$ cat src/design/itrd_pkg.sv
package itrd_pkg;

  localparam int DIGIT_W     = 8;
  localparam int POS_W       = 6;
  localparam int OUT_W       = 16;
  localparam int RADIX_W     = 9;
  localparam int COUNT_REG_W = 7;
  localparam int CFG_IDX_W   = 2;
  localparam int CFG_DATA_W  = 9;

  localparam logic [CFG_IDX_W-1:0] REG_RADIX       = 2'd0;
  localparam logic [CFG_IDX_W-1:0] REG_DIGIT_COUNT = 2'd1;

  localparam logic [RADIX_W-1:0]     RADIX_RESET = 9'd10;
  localparam logic [COUNT_REG_W-1:0] COUNT_RESET = 7'd8;
  localparam logic [RADIX_W-1:0]     RADIX_MIN   = 9'd2;
  localparam logic [RADIX_W-1:0]     RADIX_MAX   = 9'd256;

  typedef enum logic [1:0] {
    ST_IDLE,
    ST_DIVIDE,
    ST_EMIT
  } itrd_state_t;

endpackage

$ cat src/design/itrd_fifo.sv
module itrd_fifo import itrd_pkg::*; #(
  parameter int WIDTH = 8,
  parameter int DEPTH = 2
) (
  input  logic             clk,
  input  logic             rst,
  input  logic             push,
  input  logic [WIDTH-1:0] wr_data,
  input  logic             pop,
  output logic [WIDTH-1:0] rd_data,
  output logic             full,
  output logic             empty
);

  // DEPTH is a power of two, so the pointers wrap on their own.
  localparam int AW = (DEPTH > 1) ? $clog2(DEPTH) : 1;

  logic [WIDTH-1:0] mem [DEPTH];
  logic [AW-1:0]    wr_ptr;
  logic [AW-1:0]    rd_ptr;
  logic [AW:0]      fill;

  assign full    = (fill == (AW+1)'(DEPTH));
  assign empty   = (fill == '0);
  assign rd_data = mem[rd_ptr];

  always_ff @(posedge clk) begin
    if (push) begin
      mem[wr_ptr] <= wr_data;
    end
  end

  always_ff @(posedge clk) begin
    if (rst) begin
      wr_ptr <= '0;
      rd_ptr <= '0;
      fill   <= '0;
    end else begin
      if (push) begin
        wr_ptr <= wr_ptr + 1'b1;
      end
      if (pop) begin
        rd_ptr <= rd_ptr + 1'b1;
      end
      if (push && !pop) begin
        fill <= fill + 1'b1;
      end else if (pop && !push) begin
        fill <= fill - 1'b1;
      end
    end
  end

endmodule

$ cat src/design/itrd_front.sv
module itrd_front import itrd_pkg::*; #(
  parameter int VALUE_WIDTH = 63,
  parameter int MAX_DIGITS  = 64,
  parameter int CW          = 7
) (
  input  logic                              clk,
  input  logic                              rst,
  input  logic                              s_tvalid,
  output logic                              s_tready,
  input  logic [VALUE_WIDTH-1:0]            s_value,
  input  logic                              cfg_valid,
  output logic                              cfg_ready,
  input  logic [CFG_IDX_W-1:0]              cfg_index,
  input  logic [CFG_DATA_W-1:0]             cfg_data,
  input  logic                              q_full,
  output logic                              q_push,
  output logic [CW+RADIX_W+VALUE_WIDTH-1:0] q_data
);

  logic [RADIX_W-1:0]     radix;
  logic [COUNT_REG_W-1:0] digit_count;
  logic [RADIX_W-1:0]     radix_eff;
  logic [CW-1:0]          count_eff;

  assign cfg_ready = 1'b1;

  always_ff @(posedge clk) begin
    if (rst) begin
      radix       <= RADIX_RESET;
      digit_count <= COUNT_RESET;
    end else if (cfg_valid) begin
      if (cfg_index == REG_RADIX) begin
        radix <= cfg_data;
      end else if (cfg_index == REG_DIGIT_COUNT) begin
        digit_count <= cfg_data[COUNT_REG_W-1:0];
      end
    end
  end

  // Clamp the registers to their legal ranges as each word is taken in.
  always_comb begin
    priority if (radix < RADIX_MIN) begin
      radix_eff = RADIX_MIN;
    end else if (radix > RADIX_MAX) begin
      radix_eff = RADIX_MAX;
    end else begin
      radix_eff = radix;
    end
  end

  always_comb begin
    priority if (digit_count == '0) begin
      count_eff = CW'(1);
    end else if (int'(digit_count) > MAX_DIGITS) begin
      count_eff = CW'(MAX_DIGITS);
    end else begin
      count_eff = CW'(digit_count);
    end
  end

  assign s_tready = !q_full;
  assign q_push   = s_tvalid && !q_full;
  assign q_data   = {count_eff, radix_eff, s_value};

endmodule

$ cat src/design/itrd_back.sv
module itrd_back import itrd_pkg::*; #(
  parameter int VALUE_WIDTH = 63,
  parameter int CW          = 7
) (
  input  logic                              clk,
  input  logic                              rst,
  input  logic                              q_empty,
  output logic                              q_pop,
  input  logic [CW+RADIX_W+VALUE_WIDTH-1:0] q_data,
  output logic                              m_valid,
  input  logic                              m_ready,
  output logic [DIGIT_W-1:0]                m_digit,
  output logic [POS_W-1:0]                  m_position,
  output logic                              m_last
);

  localparam int SW = $clog2(VALUE_WIDTH);

  itrd_state_t state, state_next;

  logic [VALUE_WIDTH-1:0] quo;
  logic [RADIX_W-1:0]     rem;
  logic [RADIX_W-1:0]     rdx;
  logic [CW-1:0]          cnt;
  logic [CW-1:0]          idx;
  logic [SW-1:0]          step;
  logic [RADIX_W:0]       trial;
  logic                   fits;
  logic                   last_digit;

  // One restoring step: bring in the next quotient bit and subtract if it fits.
  assign trial      = {rem, quo[VALUE_WIDTH-1]};
  assign fits       = (trial >= {1'b0, rdx});
  assign last_digit = (idx == cnt - 1'b1);

  always_comb begin
    state_next = state;
    unique case (state)
      ST_IDLE: begin
        if (!q_empty) begin
          state_next = ST_DIVIDE;
        end
      end
      ST_DIVIDE: begin
        if (step == '0) begin
          state_next = ST_EMIT;
        end
      end
      ST_EMIT: begin
        if (m_ready) begin
          state_next = last_digit ? ST_IDLE : ST_DIVIDE;
        end
      end
      default: state_next = ST_IDLE;
    endcase
  end

  always_comb begin
    q_pop      = (state == ST_IDLE) && !q_empty;
    m_valid    = (state == ST_EMIT);
    m_digit    = rem[DIGIT_W-1:0];
    m_position = POS_W'(idx);
    m_last     = last_digit;
  end

  always_ff @(posedge clk) begin
    if (rst) begin
      state <= ST_IDLE;
    end else begin
      state <= state_next;
    end
  end

  always_ff @(posedge clk) begin
    unique case (state)
      ST_IDLE: begin
        quo  <= q_data[VALUE_WIDTH-1:0];
        rdx  <= q_data[VALUE_WIDTH +: RADIX_W];
        cnt  <= q_data[VALUE_WIDTH+RADIX_W +: CW];
        rem  <= '0;
        idx  <= '0;
        step <= SW'(VALUE_WIDTH - 1);
      end
      ST_DIVIDE: begin
        rem  <= fits ? RADIX_W'(trial - {1'b0, rdx}) : trial[RADIX_W-1:0];
        quo  <= {quo[VALUE_WIDTH-2:0], fits};
        step <= step - 1'b1;
      end
      ST_EMIT: begin
        if (m_ready) begin
          rem  <= '0;
          idx  <= idx + 1'b1;
          step <= SW'(VALUE_WIDTH - 1);
        end
      end
      default: begin
        rem <= '0;
      end
    endcase
  end

endmodule

$ cat src/design/integer_to_radix_digits_top.sv
// Channel  Direction  Word per handshake              Fields, low bit up
// s_*      in         one value to convert            value
// m_*      out        one digit of the run            digit, position; last on m_tlast
// cfg_*    in         one register write              cfg_index, cfg_data
//
// Each digit is worked out in the shared bit-serial divider and then held on the
// output until taken, and the back end takes the next word from the queue only
// after the last digit of the current one has gone.
// Reset (rst, synchronous) empties the queue, idles the divider and loads the
// registers with radix 10 and digit count 8.
// A two-entry queue lets the input side keep taking words while m_tready is low.
// Configuration writes are taken every cycle and apply to words accepted later.
module integer_to_radix_digits_top import itrd_pkg::*; #(
  parameter int VALUE_WIDTH = 63,
  parameter int MAX_DIGITS  = 64,
  localparam int IN_W       = ((VALUE_WIDTH + 7) / 8) * 8
) (
  input  logic                  clk,
  input  logic                  rst,
  input  logic                  s_tvalid,
  output logic                  s_tready,
  input  logic [IN_W-1:0]       s_tdata,   // value, padding above ignored
  output logic                  m_tvalid,
  input  logic                  m_tready,
  output logic [OUT_W-1:0]      m_tdata,   // digit [7:0], position [13:8], zero pad
  output logic                  m_tlast,
  input  logic                  cfg_valid,
  output logic                  cfg_ready,
  input  logic [CFG_IDX_W-1:0]  cfg_index,
  input  logic [CFG_DATA_W-1:0] cfg_data
);

  // Wide enough to hold the clamped digit count itself.
  localparam int CW     = $clog2(MAX_DIGITS + 1);
  localparam int ENTRY_W = CW + RADIX_W + VALUE_WIDTH;
  localparam int Q_DEPTH = 2;

  logic               q_push;
  logic               q_pop;
  logic               q_full;
  logic               q_empty;
  logic [ENTRY_W-1:0] q_wr_data;
  logic [ENTRY_W-1:0] q_rd_data;
  logic [DIGIT_W-1:0] digit;
  logic [POS_W-1:0]   position;

  // The front end owns the registers and stamps each word with the clamped
  // radix and digit count in force when it was accepted.
  itrd_front #(
    .VALUE_WIDTH (VALUE_WIDTH),
    .MAX_DIGITS  (MAX_DIGITS),
    .CW          (CW)
  ) u_front (
    .clk       (clk),
    .rst       (rst),
    .s_tvalid  (s_tvalid),
    .s_tready  (s_tready),
    .s_value   (s_tdata[VALUE_WIDTH-1:0]),
    .cfg_valid (cfg_valid),
    .cfg_ready (cfg_ready),
    .cfg_index (cfg_index),
    .cfg_data  (cfg_data),
    .q_full    (q_full),
    .q_push    (q_push),
    .q_data    (q_wr_data)
  );

  itrd_fifo #(
    .WIDTH (ENTRY_W),
    .DEPTH (Q_DEPTH)
  ) u_queue (
    .clk     (clk),
    .rst     (rst),
    .push    (q_push),
    .wr_data (q_wr_data),
    .pop     (q_pop),
    .rd_data (q_rd_data),
    .full    (q_full),
    .empty   (q_empty)
  );

  // The back end divides repeatedly by the radix; each remainder is a digit.
  itrd_back #(
    .VALUE_WIDTH (VALUE_WIDTH),
    .CW          (CW)
  ) u_back (
    .clk        (clk),
    .rst        (rst),
    .q_empty    (q_empty),
    .q_pop      (q_pop),
    .q_data     (q_rd_data),
    .m_valid    (m_tvalid),
    .m_ready    (m_tready),
    .m_digit    (digit),
    .m_position (position),
    .m_last     (m_tlast)
  );

  assign m_tdata = {(OUT_W - DIGIT_W - POS_W)'(0), position, digit};

endmodule

$ cat config.mk
export PLATFORM = sky130hd
export DESIGN_NAME = integer_to_radix_digits_top
export DESIGN_NICKNAME = d
export VERILOG_FILES = /design/src/design/itrd_pkg.sv /design/src/design/itrd_fifo.sv /design/src/design/itrd_front.sv /design/src/design/itrd_back.sv /design/src/design/integer_to_radix_digits_top.sv
export SDC_FILE = /design/constraint.sdc
export NUM_CORES = 1
export LEC_CHECK = 0
export BUFFER_PORTS_ARGS = -buffer_cell sky130_fd_sc_hd__buf_2
export CAP_MARGIN = 10
export CORE_MARGIN = 2
export CORE_UTILIZATION = 50
export CTS_CLUSTER_DIAMETER = 80
export CTS_CLUSTER_SIZE = 10
export DETAILED_ROUTE_END_ITERATION = 12
export GPL_TIMING_DRIVEN = 0
export PLACE_DENSITY = 0.71
export SYNTH_ARGS = -nofsm -noshare
export SYNTH_HDL_FRONTEND = slang
export SYNTH_SLANG_ARGS = --single-unit
$ cat constraint.sdc
create_clock -name clk -period 6.2 [get_ports clk]
set_input_delay 1.86 -clock clk [delete_from_list [all_inputs] [get_ports clk]]
set_output_delay 1.86 -clock clk [all_outputs]
set_load 0.05 [all_outputs]
# ---- After elaboration in Yosys (flattened, before gate mapping)
# Memories as Yosys holds them, arrays and structs flattened. A register that Yosys moved wholly into a read port is not among the register bits.
# Index checks and enable logic that the tools add are counted.
dict set report totals {
  mem_count 1
  mem_bits_rw 158
  out_inout_bits 20
  ff_bits 123
}
dict set report classes {
  n_reduce_logical 22
  n_mux 23
  magnitude_cmp 4
  bitwise 1
  addsub 8
  n_eq_ne 8
}
# memory words width rd rd_ports_with_merged_regs wr line_no
set mem_list {}
lappend mem_list {u_queue.mem 2 79 1 1 1 itrd_fifo.sv:18} ;# logic [WIDTH-1:0] mem [DEPTH];
# operator n
set ops {}
lappend ops {{$pmux W63 S2} 1}
lappend ops {{$mux W9} 4}
lappend ops {{$mux W7} 3}
lappend ops {{$pmux W6 S3} 1}
lappend ops {{$pmux W9 S2} 1}
lappend ops {{$pmux W7 S2} 1}
lappend ops {{$ge A10 B9 Y1} 1}
lappend ops {{$mux W2} 5}
lappend ops {{$gt A9 B9 Y1 const B} 1}
lappend ops {{$lt A9 B2 Y1 const B} 1}
lappend ops {{$sub A9 B9 Y9} 1}
lappend ops {{$add A7 B1 Y7 const B} 1}
lappend ops {{$eq A7 B7 Y1} 1}
lappend ops {{$gt A7 B7 Y1 const B} 1}
lappend ops {{$logic_not A7 Y1} 1}
lappend ops {{$sub A7 B1 Y7 const B} 1}
lappend ops {{$logic_not A2 Y1} 3}
lappend ops {{$logic_not A6 Y1} 1}
lappend ops {{$mux W6} 1}
lappend ops {{$pmux W2 S3} 1}
lappend ops {{$reduce_and A2 Y1} 3}
lappend ops {{$reduce_and A3 Y1} 2}
lappend ops {{$reduce_bool A2 Y1} 3}
lappend ops {{$sub A6 B1 Y6 const B} 1}
lappend ops {{12 further kinds} 26}

# ---- Depth between registers and ports, before layout
# Gate-level depths: netlist of the first run.
dict set report logic_depth {
  ltp_word 7
  ltp_mapped 8
}

# ---- Cells and area by module
# Synthesis of the first run repeated with hierarchy kept, for this count alone.
dict set report unflattened {
  hier_cells 906
  hier_area_um2 12306.8
}
# module area_per_inst_um2 cells_each n_inst seq_area_each_um2
set modules_own_cells {}
lappend modules_own_cells {itrd_fifo 5940.7 268 1 4844.6}
lappend modules_own_cells {itrd_back 5008.6 480 1 3072.9}
lappend modules_own_cells {itrd_front 1338.8 155 1 320.3}
lappend modules_own_cells {integer_to_radix_digits_top 18.8 3 1 0.0}

# ---- Worst setup path before layout of the first run
# OpenSTA, ideal clock, no wires.
dict set report synth_timing {
  path_kind {input -> register}
  start {input port s_tvalid}
  end {memory u_queue.mem[0][0] (netlist name) (enable)}
  slack_ns 0.416
  path_buffers 0
  t_required_ns 5.683
  arrival_time_ns 5.266
  path_stages 2
  setup_ns 0.517
  path_cell_list {nand2_1 > nor2_1}
}
dict set report synth_between {
  elab_chain_cells 3
}
# element line_no
set synth_rtl {}
lappend synth_rtl {{start: declaration} integer_to_radix_digits_top.sv:20} ;# input logic s_tvalid,
lappend synth_rtl {{$logic_and A1 B1 Y1} itrd_front.sv:62} ;# assign q_push = s_tvalid && !q_full;
lappend synth_rtl {{$mux W1} itrd_fifo.sv:28} ;# if (push) begin
lappend synth_rtl {{$mux W1 (not written as such)} itrd_fifo.sv:29} ;# mem[wr_ptr] <= wr_data;
lappend synth_rtl {{end: declaration} itrd_fifo.sv:18}
# Every way passes these cells.

# ---- Final worst setup path of the first run
dict set report layout_timing {
  start {register u_back.cnt[0]}
  end {output port m_tlast}
}
dict set report layout_between {
  elab_chain_cells 2
}
# element line_no
set layout_rtl {}
lappend layout_rtl {{start: declaration} itrd_back.sv:24} ;# logic [CW-1:0] cnt;
lappend layout_rtl {{start signal: assignment} itrd_back.sv:79} ;# cnt <= q_data[VALUE_WIDTH+RADIX_W +: CW];
lappend layout_rtl {{$sub A7 B1 Y7} itrd_back.sv:34} ;# assign last_digit = (idx == cnt - 1'b1);
lappend layout_rtl {{$eq A7 B7 Y1} itrd_back.sv:34}
lappend layout_rtl {{end: declaration} integer_to_radix_digits_top.sv:26} ;# output logic m_tlast,
# Every way passes these cells.

==> metrics.json, run 1 <==
{
  "first_global_vias": {"value": 6641},
  "critPathSlowestCell": {"value": "edfxtp_1"},
  "r2r_slack": {"value": 3590, "unit": "ps"},
  "cts.path.max_buffers": {"value": 3},
  "critical_path_stages": {"value": 6},
  "fin_util": {"value": 59.2, "unit": "%"},
  "hold_slack": {"value": 507, "unit": "ps"},
  "synth_fa_ha_area_share": {"value": 1.59, "unit": "%"},
  "post-route-cell-area": {"value": 13400, "unit": "um2"},
  "worst_path_dominant_cell_family": {"value": "compound AO/OA/AOI/OAI gates"},
  "achievable-frequency": {"value": 238, "unit": "MHz"},
  "die_area": {"value": 24100, "unit": "um2"},
  "numClockSinks": {"value": 282},
  "rr_endpoint": {"value": "u_queue.fill[1]$_SDFFE_PP0P_"},
  "cp_arrival": {"value": 2340, "unit": "ps"},
  "cap_violations": {"value": 0},
  "path_buf_inv": {"value": 2},
  "cts-resized-gates": {"value": 0},
  "fill_cells": {"value": 1754},
  "ff2ff_path_depth": {"value": 6},
  "synth.yosys.warnings": {"value": 0},
  "skew": {"value": 16.8, "unit": "ps"},
  "post_cts_hold_buffer_count": {"value": 0},
  "syn-cell-area": {"value": 11500, "unit": "um2"},
  "placement.io_buffers": {"value": 95},
  "synth_top_family_by_area": {"value": "multiplexers"},
  "total_number_of_nets_in_the_final_design": {"value": 1005},
  "initial_core_util": {"value": 50.8, "unit": "%"},
  "most_common_cell_after_layout_fill_and_taps_aside": {"value": "edfxtp_1"},
  "synthTopCellsByArea": {"value": "edfxtp_1 68%, mux2i_1 6.6%, dfxtp_1 4.0%, o21ai_0 3.1%, nand2_1 2.4%"},
  "globalRouteOverflowTotal": {"value": 0},
  "drt-total-wl": {"value": 20.1, "unit": "mm"},
  "post-cts-setup-buffers": {"value": 0},
  "relSlewSlack": {"value": 33.8, "unit": "%"},
  "clock_slew_at_the_register_clock_pins_of_the_worst_setup_and_hold_paths": {"value": 60, "unit": "ps"},
  "most-common-layout-cells": {"value": "259 x edfxtp_1, 106 x buf_2, 75 x mux2i_1"},
  "globalRouteMet2Util": {"value": 29.3, "unit": "%"},
  "hold_violations": {"value": 0},
  "whs_endpoint": {"value": "u_queue.rd_ptr$_SDFFE_PP0P_"},
  "worstHoldPathType": {"value": "flop to flop"},
  "worstMarginPinSlew": {"value": 982, "unit": "ps"},
  "floorplan.core_area": {"value": 22600, "unit": "um2"},
  "timing.final.crit_period": {"value": 4200, "unit": "ps"},
  "grt_antenna_before_repair": {"value": 3},
  "avgSynthCellArea": {"value": 14.8, "unit": "um2"},
  "leakagePower": {"value": 4.96, "unit": "nW"},
  "cts_tree": {"value": "yes"},
  "track_usage": {"value": 17.2, "unit": "%"},
  "power.total": {"value": 0.00575, "unit": "W"},
  "post_drt_wl_per_cell": {"value": 16.6, "unit": "um"},
  "dpl_cell_area": {"value": 12400, "unit": "um2"},
  "postSynth.asyncResetShare": {"value": 0, "unit": "%"},
  "fraction_of_final_layout_cells_sized_beyond_drive_strength_1": {"value": 21.3, "unit": "%"},
  "yosys-mux-area-fraction": {"value": 8.13, "unit": "%"},
  "timing.final.crit_share": {"value": 67.7, "unit": "%"},
  "timing.critical_path.cells": {"value": "inv_1 > ha_1 > a21oi_1 > a311o_1 > a2111oi_4 > buf_2"},
  "synth_xor_area_share": {"value": 1.53, "unit": "%"},
  "worstSetupStartpointType": {"value": "flop"},
  "detail_route.drc_violations": {"value": 0},
  "place_hpwl": {"value": 13.3, "unit": "mm"},
  "numCtsBuffers": {"value": 34},
  "h_tree_depth": {"value": 2},
  "synth_edf_count": {"value": 259},
  "clock_latency": {"value": 490, "unit": "ps"},
  "synth_compound_area_share": {"value": 6.43, "unit": "%"},
  "setup_viols_final": {"value": 0},
  "synth-seq-cells": {"value": 282},
  "holdCritStartpoint": {"value": "u_queue.rd_ptr$_SDFFE_PP0P_"},
  "antennaDiodeCount": {"value": 0},
  "synth.top_cell.area_share": {"value": 67.9, "unit": "%"},
  "boundary_pins": {"value": 100},
  "crit_path_max_incr_delay": {"value": 440, "unit": "ps"},
  "hold_path_depth": {"value": 2},
  "post_synth_and_or_nand_nor_area_fraction": {"value": 7.34, "unit": "%"},
  "path_class": {"value": "flop to output pin"},
  "die-width": {"value": 155, "unit": "um"},
  "syn_to_final_growth": {"value": 16.7, "unit": "%"},
  "power_per_cell_area": {"value": 430, "unit": "nW/um2"},
  "netlist-cell-type-count": {"value": 49},
  "slew_violations": {"value": 0},
  "globalRouteMet1Util": {"value": 21.7, "unit": "%"},
  "required": {"value": 4340, "unit": "ps"},
  "dieHeight": {"value": 155, "unit": "um"},
  "grt_pass1_wl": {"value": 32.7, "unit": "mm"},
  "routed-via-count": {"value": 6433},
  "crit_path_capture_type": {"value": "output pin"},
  "outcome": {"value": "finished, final reports clean"},
  "yosysSeqAreaShare": {"value": 71.9, "unit": "%"},
  "grt_max_degree": {"value": 59},
  "drt_iter0_drc": {"value": 433},
  "floorplan.rows": {"value": 55},
  "crit-reg2reg-launch": {"value": "u_back.state[1]$_SDFFE_PP0P_"},
  "detail_route.vias_per_cell": {"value": 5.33},
  "detailedRoute.firstPassIterationCount": {"value": 4},
  "finalSetupTns": {"value": 0, "unit": "ps"},
  "peakVddDrop": {"value": 269, "unit": "uV"},
  "grt_util_met3": {"value": 4.32, "unit": "%"},
  "timing.critical_path.fanout_max": {"value": 4},
  "globalplace.congestion": {"value": 0.845},
  "globalRoute.busiestLayer": {"value": "met2"},
  "rsz0062_at_grt": {"value": "false"},
  "synth_largest_area_cell": {"value": "edfxtp_1"},
  "detail-route-antenna-nets": {"value": 0},
  "synth_ff_type": {"value": "edfxtp_1"},
  "cts_root_buffer": {"value": "clkbuf_16"},
  "synthCells": {"value": 774}
}
## state kept, by name, summed over array words and instances, names as in the netlist, named ones only
name	count
u_queue.mem	158
u_back.cnt	7
u_queue.wr_ptr	1
u_front.radix	9
u_front.digit_count	7
u_back.rem	9
u_queue.rd_ptr	1
u_back.rdx	9
u_back.idx	7
u_back.quo	63
u_back.step	6
u_back.state	2
u_queue.fill	2
## per-stage QoR
stage | cells | setup WS (ps)
6_report | 1208 | 2000
5_1_grt | 1208 | 1910
4_1_cts | 1208 | 1970
3_5_place_dp | 1160 | 2500
3_3_place_gp | 1155 | -1640
2_1_floorplan | 775 | 416
## cells in the mapped netlist (all sizes together) (7+ instances only)
master	number
ha	13
a211oi	8
edfxtp	259
o21ai	71
nor2b	13
mux2i	75
nand3	7
nand2	74
nor2	44
a21oi	9
mux2	16
xnor2	8
nor3	13
xor2	12
inv	22
nand4	9
buf	29
nand2b	8
clkbuf	20
dfxtp	23
## worst register-to-register path, cell delays in order, from the launching register on
cell and delay [ps]:
dfxtp_1 290, clkbuf_1 200, nor2_2 700, o21ai_0 420, ha_1 430, or3_1 360, a21oi_1 140
## per-layer routing
layer  up-vias  part of all wire [%]
met2       154                    49
met3        44                   5.2
met5         -                  0.18
li1       3129                     -
met1      3100                    43
met4         6                   2.1
## where the power goes
part / internal, W / leakage (nW) / switching (W) / total, W
logic: 0.000464 / 1.76 / 0.000745 / 0.00121
clock network: 0.00102 / 0.453 / 0.000672 / 0.00169
registers: 0.00267 / 2.75 / 0.000175 / 0.00284
## kinds of logic (layout without fill, tap and decap cells)
group	count (synthesis)	after routing
buf+inv	71	219
flops	282	282
mux	91	91
compound gates	112	112
xor+xnor	20	20
other cells	2	3
simple gates	182	182
fa+ha+maj	14	14
## cell type report
| cell class | instances | area, um2 | area share (%) |
|---|---|---|---|
| plain buffers | 49 | 262 | 1.96 |
| clock inverters | 2 | 17.5 | 0.131 |
| inverters | 22 | 82.6 | 0.618 |
| multi-input cells | 422 | 2890 | 21.6 |
| repair buffers | 100 | 598 | 4.48 |
| flip-flops and latches | 282 | 8240 | 61.6 |
| clock buffers | 46 | 917 | 6.86 |
| well taps | 285 | 357 | 2.67 |
## worst max path at each step
stage          slack (ps)                     from                      endpoint
6_report             2000  u_back.cnt[0]$_DFFE_PP_                       m_tlast
5_1_grt              1910  u_back.cnt[0]$_DFFE_PP_                       m_tlast
4_1_cts              1970  u_back.cnt[0]$_DFFE_PP_                       m_tlast
3_5_place_dp         2500  u_back.cnt[0]$_DFFE_PP_                       m_tlast
3_3_place_gp        -1640                 s_tvalid  u_queue.mem[0][31]$_DFFE_PP_
2_1_floorplan         420                 s_tvalid   u_queue.mem[0][0]$_DFFE_PP_
Power figures use the tool's default switching activity.
==> inputs of run 2 (changes only) <==
--- a/config.mk
+++ b/config.mk
@@ -13,7 +13,7 @@
 export CTS_CLUSTER_SIZE = 10
 export DETAILED_ROUTE_END_ITERATION = 12
 export GPL_TIMING_DRIVEN = 0
-export PLACE_DENSITY = 0.71
+export PLACE_DENSITY = 0.73
 export SYNTH_ARGS = -nofsm -noshare
 export SYNTH_HDL_FRONTEND = slang
 export SYNTH_SLANG_ARGS = --single-unit
==> constraint.sdc (replaced) <==
create_clock -name clk -period 3.8 [get_ports clk]
set_input_delay 1.14 -clock clk [delete_from_list [all_inputs] [get_ports clk]]
set_output_delay 1.14 -clock clk [all_outputs]
set_load 0.05 [all_outputs]
==> run 2 against run 1 <==
Compared with the run above:
- core utilization is 0.21 points higher
- via count is 0.23% higher
- combinational power is 63% higher
==> metrics.json, run 2 (same netlist as run 1, synthesis figures left out) <==
{
  "skew": {"value": 19.3, "unit": "ps"},
  "leakagePower": {"value": 4.98, "unit": "nW"},
  "die_area": {"value": 24100, "unit": "um2"},
  "relSlewSlack": {"value": 33.3, "unit": "%"},
  "power.total": {"value": 0.00951, "unit": "W"},
  "rsz0062_at_grt": {"value": "false"},
  "count_of_placed_standard_cells_including_taps": {"value": 1159},
  "fraction_of_final_layout_cells_sized_beyond_drive_strength_1": {"value": 21.2, "unit": "%"},
  "clock_slew_at_the_register_clock_pins_of_the_worst_setup_and_hold_paths": {"value": 60, "unit": "ps"},
  "die-width": {"value": 155, "unit": "um"},
  "timing.final.crit_period": {"value": 3480, "unit": "ps"},
  "boundary_pins": {"value": 100},
  "pwr-share-seq": {"value": 48.8, "unit": "%"},
  "achievable-frequency": {"value": 287, "unit": "MHz"},
  "detail_route.drc_violations": {"value": 0},
  "syn_to_final_growth": {"value": 17.1, "unit": "%"},
  "detail_route.vias_per_cell": {"value": 5.29},
  "ff2ff_path_depth": {"value": 6},
  "numCtsBuffers": {"value": 34},
  "largest_register": {"value": "u_queue.mem"},
  "internal_power": {"value": 0.00688, "unit": "W"},
  "drt-total-wl": {"value": 20.0, "unit": "mm"},
  "critPathSlowestCell": {"value": "edfxtp_1"},
  "place_hpwl": {"value": 12.9, "unit": "mm"},
  "initial_core_util": {"value": 50.8, "unit": "%"},
  "post_cts_hold_buffer_count": {"value": 0},
  "floorplan.core_area": {"value": 22600, "unit": "um2"},
  "hold_violations": {"value": 0},
  "most-common-layout-cells": {"value": "259 x edfxtp_1, 106 x buf_2, 75 x mux2i_1"},
  "switching_power": {"value": 0.00263, "unit": "W"},
  "first_global_vias": {"value": 6409},
  "globalplace.congestion": {"value": 0.823},
  "crit_path_max_incr_delay": {"value": 440, "unit": "ps"},
  "layoutNonFillerInstCount": {"value": 1218},
  "path_class": {"value": "flop to output pin"},
  "worstMarginPinSlew": {"value": 990, "unit": "ps"},
  "cts_root_buffer": {"value": "clkbuf_16"},
  "rr_endpoint": {"value": "u_queue.fill[1]$_SDFFE_PP0P_"},
  "hold_path_depth": {"value": 1},
  "clock_latency": {"value": 500, "unit": "ps"},
  "drt_iter0_drc": {"value": 347},
  "detail-route-antenna-nets": {"value": 0},
  "crit-reg2reg-launch": {"value": "u_back.state[1]$_SDFFE_PP0P_"},
  "proportion_of_total_power_due_to_net_switching": {"value": 27.7, "unit": "%"},
  "grt_pass1_wl": {"value": 32.0, "unit": "mm"},
  "dieHeight": {"value": 155, "unit": "um"},
  "post_drt_wl_per_cell": {"value": 16.4, "unit": "um"},
  "track_usage": {"value": 16.9, "unit": "%"},
  "crit_path_capture_type": {"value": "output pin"},
  "post-route-cell-area": {"value": 13400, "unit": "um2"},
  "timing.critical_path.cells": {"value": "inv_1 > ha_1 > a21oi_1 > a311o_1 > a2111oi_4 > buf_2"},
  "timing.critical_path.fanout_max": {"value": 4},
  "fill_cells": {"value": 1719},
  "power_per_cell_area": {"value": 709, "unit": "nW/um2"},
  "globalRouteOverflowTotal": {"value": 0},
  "timing.final.crit_share": {"value": 91.6, "unit": "%"},
  "grt_antenna_before_repair": {"value": 3},
  "numClockSinks": {"value": 282},
  "comb_power_share": {"value": 20.7, "unit": "%"},
  "fin_util": {"value": 59.4, "unit": "%"},
  "cts-resized-gates": {"value": 0},
  "worstSetupStartpointType": {"value": "flop"},
  "required": {"value": 2660, "unit": "ps"},
  "post-cts-setup-buffers": {"value": 0},
  "worstHoldPathType": {"value": "flop to flop"},
  "slew_violations": {"value": 0},
  "total_number_of_nets_in_the_final_design": {"value": 1005},
  "peakVddDrop": {"value": 436, "unit": "uV"},
  "outcome": {"value": "finished, final reports clean"},
  "cts.path.max_buffers": {"value": 3},
  "detailedRoute.firstPassIterationCount": {"value": 5},
  "cap_violations": {"value": 0},
  "largest_reg_flops": {"value": 158},
  "floorplan.rows": {"value": 55},
  "routed-via-count": {"value": 6448},
  "grt_max_degree": {"value": 57},
  "cts_tree": {"value": "yes"},
  "h_tree_depth": {"value": 2},
  "setup_viols_final": {"value": 0},
  "placement.io_buffers": {"value": 95},
  "most_common_cell_after_layout_fill_and_taps_aside": {"value": "edfxtp_1"},
  "cp_arrival": {"value": 2340, "unit": "ps"},
  "top_regs": {"value": "u_queue.mem: 158 flops, u_back.quo: 63 flops"},
  "worst_setup_endpoint": {"value": "m_tlast"},
  "p_clk_share": {"value": 30.6, "unit": "%"},
  "r2r_slack": {"value": 1320, "unit": "ps"},
  "worst_setup_path_startpoint": {"value": "u_back.cnt[0]$_DFFE_PP_"},
  "dpl_cell_area": {"value": 12400, "unit": "um2"}
}
## run 2: power by group through the flow
| stage | logic [W] | clock network, W | registers [W] |
|---|---|---|---|
| after global routing | 0.00220 | 0.00309 | 0.00472 |
| final | 0.00197 | 0.00291 | 0.00464 |
| after CTS | 0.00197 | 0.00297 | 0.00464 |
| after global placement | 0.00186 | 0 | 0.00470 |
| after detailed placement | 0.00196 | 0 | 0.00469 |
| after floorplan | 0.00146 | 0 | 0.00462 |
## run 2: worst min-delay path by stage
stage	endpoint	start	slack, ps
floorplan	u_front.digit_count[3]$_SDFFE_PP1P_	u_front.digit_count[3]$_SDFFE_PP1P_	450
global placement	u_front.digit_count[3]$_SDFFE_PP1P_	u_front.digit_count[3]$_SDFFE_PP1P_	470
detailed placement	u_front.digit_count[3]$_SDFFE_PP1P_	u_front.digit_count[3]$_SDFFE_PP1P_	480
CTS	u_front.digit_count[3]$_SDFFE_PP1P_	u_front.digit_count[3]$_SDFFE_PP1P_	490
global route	u_front.digit_count[0]$_SDFFE_PP0P_	u_front.digit_count[0]$_SDFFE_PP0P_	530
finish	u_front.digit_count[3]$_SDFFE_PP1P_	u_front.digit_count[3]$_SDFFE_PP1P_	490
## run 2: critical path, delay by kind of cell, from the launching register on
kind / cells / cell delay (ps)
compound gates: 3 / 770
flops: 1 / 440
buf+inv: 2 / 420
fa+ha+maj: 1 / 210
## run 2: per-layer routing
| metal | vias to the layer above | GRT usage, % | part of all wire (%) |
|---|---|---|---|
| li1 | 3131 | - | - |
| met1 | 3115 | 22.0 | 44 |
| met2 | 169 | 28.4 | 49 |
| met3 | 31 | 3.79 | 5.3 |
| met4 | 2 | 5.33 | 1.8 |
| met5 | - | 0 | 0.055 |
## run 2: through the flow
stage	worst slack (ps)	TNS (ps)	hold WS, ps
after floorplan	62.8	0	451
after global placement	-1290	-172720	474
after detailed placement	784	0	476
after CTS	266	0	490
after global routing	222	0	528
final	319	0	487
## run 2: final cells by class
type	count	area (um2)	area share, %
tap	285	357	2.66
antenna	2	5.00	0.0373
sequential	282	8240	61.4
multi-input combinational	422	2890	21.6
buffer	49	262	1.95
clock inverter	1	8.76	0.0653
timing repair buffer	100	574	4.28
inverter	22	82.6	0.616
clock buffer	55	993	7.41
